<file path="src/hdl/npq_pkg.sv">
package npq_pkg;

  localparam int unsigned IDX_W      = 4;
  localparam int unsigned CHAN_W     = 8;
  localparam int unsigned SQ_W       = 2 * CHAN_W;
  localparam int unsigned DIST_W     = SQ_W + 2;
  localparam int unsigned COUNT_W    = 5;
  localparam int unsigned CFG_IDX_W  = 2;
  localparam int unsigned CFG_DATA_W = 5;

  localparam logic [COUNT_W-1:0] COUNT_RESET  = COUNT_W'(16);
  localparam logic [DIST_W-1:0]  DIST_MAX     = '1;

  typedef enum logic {
    CMD_WRITE = 1'b0,
    CMD_PIXEL = 1'b1
  } cmd_e;

  typedef enum logic [CFG_IDX_W-1:0] {
    REG_PALETTE_COUNT   = 2'd0,
    REG_QUANTIZE_ENABLE = 2'd1
  } reg_e;

  typedef struct packed {
    logic [CHAN_W-1:0] red;
    logic [CHAN_W-1:0] green;
    logic [CHAN_W-1:0] blue;
  } rgb_t;

  // One item as it moves down the chain, with the best match found so far.
  typedef struct packed {
    logic              valid;
    cmd_e              cmd;
    logic [IDX_W-1:0]  entry_index;
    rgb_t              pix;
    logic              frame_end;
    logic [DIST_W-1:0] best_dist;
    logic [IDX_W-1:0]  best_index;
    rgb_t              best_color;
  } stage_t;

endpackage

</file>
<file path="src/hdl/npq_cell.sv">
module npq_cell #(
  parameter int unsigned CELL_ID = 0
) (
  input  logic                          clk_i,
  input  logic                          rst_ni,
  input  logic                          adv_i,
  input  logic [npq_pkg::COUNT_W-1:0]   count_i,
  input  logic                          enable_i,
  input  npq_pkg::stage_t               stage_i,
  output npq_pkg::stage_t               stage_o
);

  npq_pkg::rgb_t   entry_q;
  npq_pkg::stage_t stage_q, stage_d;

  logic [npq_pkg::CHAN_W-1:0] diff_r, diff_g, diff_b;
  logic [npq_pkg::SQ_W-1:0]   sq_r, sq_g, sq_b;
  logic [npq_pkg::DIST_W-1:0] sum_dist;
  logic                       in_use;
  logic                       take;
  logic                       wr_hit;

  // Absolute channel differences, then squares and their sum.
  always_comb begin
    diff_r = (stage_i.pix.red >= entry_q.red) ? stage_i.pix.red - entry_q.red
                                              : entry_q.red - stage_i.pix.red;
    diff_g = (stage_i.pix.green >= entry_q.green) ? stage_i.pix.green - entry_q.green
                                                  : entry_q.green - stage_i.pix.green;
    diff_b = (stage_i.pix.blue >= entry_q.blue) ? stage_i.pix.blue - entry_q.blue
                                                : entry_q.blue - stage_i.pix.blue;
    sq_r = npq_pkg::SQ_W'(diff_r) * npq_pkg::SQ_W'(diff_r);
    sq_g = npq_pkg::SQ_W'(diff_g) * npq_pkg::SQ_W'(diff_g);
    sq_b = npq_pkg::SQ_W'(diff_b) * npq_pkg::SQ_W'(diff_b);
    sum_dist = npq_pkg::DIST_W'(sq_r) + npq_pkg::DIST_W'(sq_g) + npq_pkg::DIST_W'(sq_b);
  end

  assign in_use = 32'(CELL_ID) < 32'(count_i);

  // While quantizing, entry zero always seeds the result; later ties win.
  assign take = stage_i.valid && (stage_i.cmd == npq_pkg::CMD_PIXEL) && enable_i &&
                ((CELL_ID == 0) || (in_use && (sum_dist <= stage_i.best_dist)));

  assign wr_hit = stage_i.valid && (stage_i.cmd == npq_pkg::CMD_WRITE) &&
                  (32'(stage_i.entry_index) == 32'(CELL_ID));

  always_comb begin
    stage_d = stage_i;
    if (take) begin
      stage_d.best_dist  = sum_dist;
      stage_d.best_index = npq_pkg::IDX_W'(CELL_ID);
      stage_d.best_color = entry_q;
    end
  end

  // Only the valid bit needs a reset; the payload follows it.
  always_ff @(posedge clk_i or negedge rst_ni) begin
    if (!rst_ni) begin
      stage_q.valid <= 1'b0;
    end else if (adv_i) begin
      stage_q <= stage_d;
    end
  end

  // Capture the entry as its write item passes by.
  always_ff @(posedge clk_i) begin
    if (adv_i && wr_hit) begin
      entry_q <= stage_i.pix;
    end
  end

  assign stage_o = stage_q;

  a_dist_never_grows: assert property (@(posedge clk_i) disable iff (!rst_ni)
    adv_i && stage_i.valid |=> stage_q.best_dist <= $past(stage_i.best_dist))
    else $error("best distance grew in a cell");

  a_entry_written: assert property (@(posedge clk_i) disable iff (!rst_ni)
    adv_i && wr_hit |=> entry_q == $past(stage_i.pix))
    else $error("palette entry missed its write item");

  a_payload_kept: assert property (@(posedge clk_i) disable iff (!rst_ni)
    adv_i && stage_i.valid |=>
      stage_q.pix == $past(stage_i.pix) && stage_q.frame_end == $past(stage_i.frame_end))
    else $error("item payload altered in a cell");

endmodule
</file>
<file path="config.mk">
export PLATFORM = sky130hd
export DESIGN_NAME = npq_cell
export DESIGN_NICKNAME = d
export VERILOG_FILES = /design/src/hdl/npq_pkg.sv /design/src/hdl/npq_cell.sv
export SDC_FILE = /design/constraint.sdc
export NUM_CORES = 1
export LEC_CHECK = 0
export BUFFER_PORTS_ARGS = -buffer_cell sky130_fd_sc_hd__buf_2
export CAP_MARGIN = 10
export CORE_MARGIN = 1
export CORE_UTILIZATION = 54
export CTS_CLUSTER_DIAMETER = 30
export DETAILED_ROUTE_END_ITERATION = 8
export GPL_TIMING_DRIVEN = 0
export PLACE_DENSITY = 0.79
export SYNTH_ARGS = -nofsm -noshare
export SYNTH_HDL_FRONTEND = slang
export SYNTH_SLANG_ARGS = --single-unit
</file>
<file path="constraint.sdc">
create_clock -name clk_i -period 8.9 [get_ports clk_i]
set_clock_uncertainty 0.15 [all_clocks]
set_input_delay 0.445 -clock clk_i [delete_from_list [all_inputs] [get_ports clk_i]]
set_output_delay 0.445 -clock clk_i [all_outputs]
set_load 0.005 [all_outputs]
</file>
==> impl_metrics.tcl <==
set metrics [dict create \
    yosysWarnings 0 \
    grt_usage_pct 25.0 \
    tritoncts "yes" \
    cts.sinks 101 \
    max_stage_delay_ps 550 \
    cp_max_fo 7 \
    highest_layer "met4" \
    drt_first_pass_iters 5 \
    clk_path_buf_depth 2 \
    antenna_cells 0 \
    wire_per_inst_um 16.6 \
    post-route-min-period_ps 8670 \
    cts_buffers 9 \
    io_buffers 157 \
    synth_flop_cell "edfxtp_1" \
    syn-num-nets 1443 \
    start_util_pct 55.0 \
    first_global_vias 8402 \
    dieArea_sq_um 21200 \
    cts.reportedPaths.clkPinSlew_ps 70 \
    yosys_register_bits 101 \
    hold_depth 1 \
    timing.rr.start "entry_q[16]$_DFFE_PP_" \
    clockRootBuffer "clkbuf_16" \
    antenna_left 0 \
    path_delay_family "adder cells" \
    met3_length_um 1640 \
    ys_seq_area_share_pct 27.2 \
    viasPerCell 5.36 \
    setup_viol 0 \
    dr_total_vias 8376 \
    grt_max_degree 62 \
    path_common_cell "fa_1" \
    crit_arrival_ps 8600 \
    synth_edf_count 100 \
    r2r_slack_ps 230 \
    tightestPinTransition_ps 762 \
    run_status "finished, final reports clean" \
    core_sq_um 20200 \
    utilization_pct 64.7 \
    hold_class "in -> reg" \
    hold_end "stage_o[46]$_DFFE_PP_" \
    pre_cts_slack_ps -830 \
    report.final.slew_viol_count 0 \
    reg2reg_depth 30 \
    dieWidth_um 146 \
    slew_headroom_pct 48.2 \
    instances_no_fill 1563 \
    synthArstFlopShare_pct 0.990 \
    finalCritPeriodShare_pct 97.4 \
    io_pins 163 \
    h-tree-depth 3 \
    worstSkewPairLatency_ps 360 \
    placed_cells 1526 \
    route.detailed.drc 0 \
    row_count 52 \
    grt_overflow 0 \
    maxCapViolations 0 \
    drt_iter0_markers 476 \
    mostFrequentLayoutCells "inv_1 (248), buf_2 (160), fa_1 (135), ha_1 (124), edfxtp_1 (100)" \
    fin_ws_ps 231 \
    antenna_found_initial 0 \
    regToRegEndpoint "stage_o[45]$_DFFE_PP_" \
    worst-path-buf-inv 6 \
    syn_inst 1095 \
    gp_congestion 0.884 \
    areaGrowthSynthToFinish_pct 17.7 \
    drive_gt1_share_pct 20.7 \
    critPathRequiredTime_ps 8830 \
    wl_met1_um 10800 \
    nets 1636 \
    startpoint_type "flop" \
    cp-end-kind "flop" \
    hp-start "stage_i[46]" \
    worstSetupPathType "reg -> reg" \
    cp_slowest_cell "fa_1" \
    hpwlAfterDp_um 20400 \
    postRouteWirelength_um 26000 \
    mappedNetlistArea_sq_um 11100 \
    hold_viol 0 \
    fp.dieH_um 146 \
    synth.avg_cell_area_sq_um 10.2 \
    met2_length_um 12900 \
    final_common_cell "inv_1" \
    grt_pass1_wl_um 41700 \
    max_freq_mhz 115 \
    synth.distinct_cells 64 \
    crit_start "entry_q[16]$_DFFE_PP_" \
]
routing by layer:
| metal | track usage, % | vias to the layer above |
|---|---|---|
| li1 | - | 3906 |
| met1 | 32.9 | 4113 |
| met2 | 42.6 | 316 |
| met3 | 3.89 | 41 |
| met4 | 7.47 | 0 |
| met5 | 0 | - |
state kept, by name, indices dropped and copies added (netlist names):
signal,count
entry_q,24
stage_o,77
cell families after synthesis:
logic type,after synthesis,share of synthesized area (%)
simple gates,235,10.2
xor+xnor,28,2.47
compound gates,171,9.64
fa+ha+maj,262,38.8
buf+inv,275,9.50
mux,23,2.16
flops,101,27.2
cell type report:
cell class | count | area, sq um
Clock inverter | 7 | 71.3
Buffer | 24 | 135
Fill cell | 1529 | 7140
Timing Repair Buffer | 182 | 1020
Tap cell | 270 | 338
Inverter | 251 | 942
Multi-Input combinational cell | 719 | 7340
Clock buffer | 9 | 225
Sequential cell | 101 | 3030
per-stage QoR:
step	instance area [sq um]	setup TNS (ps)	hold slack (ps)
3_5_place_dp	12300	-4810	80.0
6_report	13100	0	113
5_1_grt	13100	-132	103
3_3_place_gp	12200	-4160	74.3
2_1_floorplan	11100	0	-0.591
4_1_cts	12800	0	103
repair_timing:
action / in CTS / in global routing
hold endpoints to repair: 1 / 0
pin swaps: 4 / 9
hold buffers: 1 / 0
buffers inserted: 7 / 13
resized for setup: 20 / 45
endpoints found under the setup margin: 7 / 8
synth_stat cells, types with 5 or more instances:
master | n | area share [%]
a21o_1 | 18 | 1.2
a21oi_1 | 36 | 1.6
and2_1 | 8 | 0.45
and3_1 | 11 | 0.62
buf_2 | 8 | 0.36
clkbuf_1 | 13 | 0.44
edfxtp_1 | 100 | 27
fa_1 | 138 | 25
ha_1 | 124 | 14
inv_1 | 250 | 8.4
mux2i_1 | 18 | 1.6
nand2_1 | 56 | 1.9
nand2b_1 | 15 | 0.84
nand3_1 | 7 | 0.31
nor2_1 | 83 | 2.8
nor2b_1 | 11 | 0.62
nor3_1 | 6 | 0.27
o21a_1 | 7 | 0.47
o21ai_0 | 64 | 2.9
o21bai_1 | 10 | 0.67
o31ai_1 | 5 | 0.34
or2_2 | 7 | 0.39
or3_1 | 5 | 0.28
xnor2_1 | 14 | 1.1
xor2_1 | 10 | 0.79
how the worst max path moves through the flow:
stage / slack, ps / endpoint / depth (start not counted)
after detailed placement: -830 / stage_o[44]$_DFFE_PP_ / 32
after global routing: -50 / stage_o[41]$_DFFE_PP_ / 30
after global placement: -740 / stage_o[44]$_DFFE_PP_ / 32
after floorplan: 460 / stage_o[44]$_DFFE_PP_ / 27
final: 230 / stage_o[45]$_DFFE_PP_ / 30
after CTS: 20 / stage_o[44]$_DFFE_PP_ / 24
Power is not shown: default switching activity piles up to over one toggle a cycle in this logic, so the estimate is an artifact.
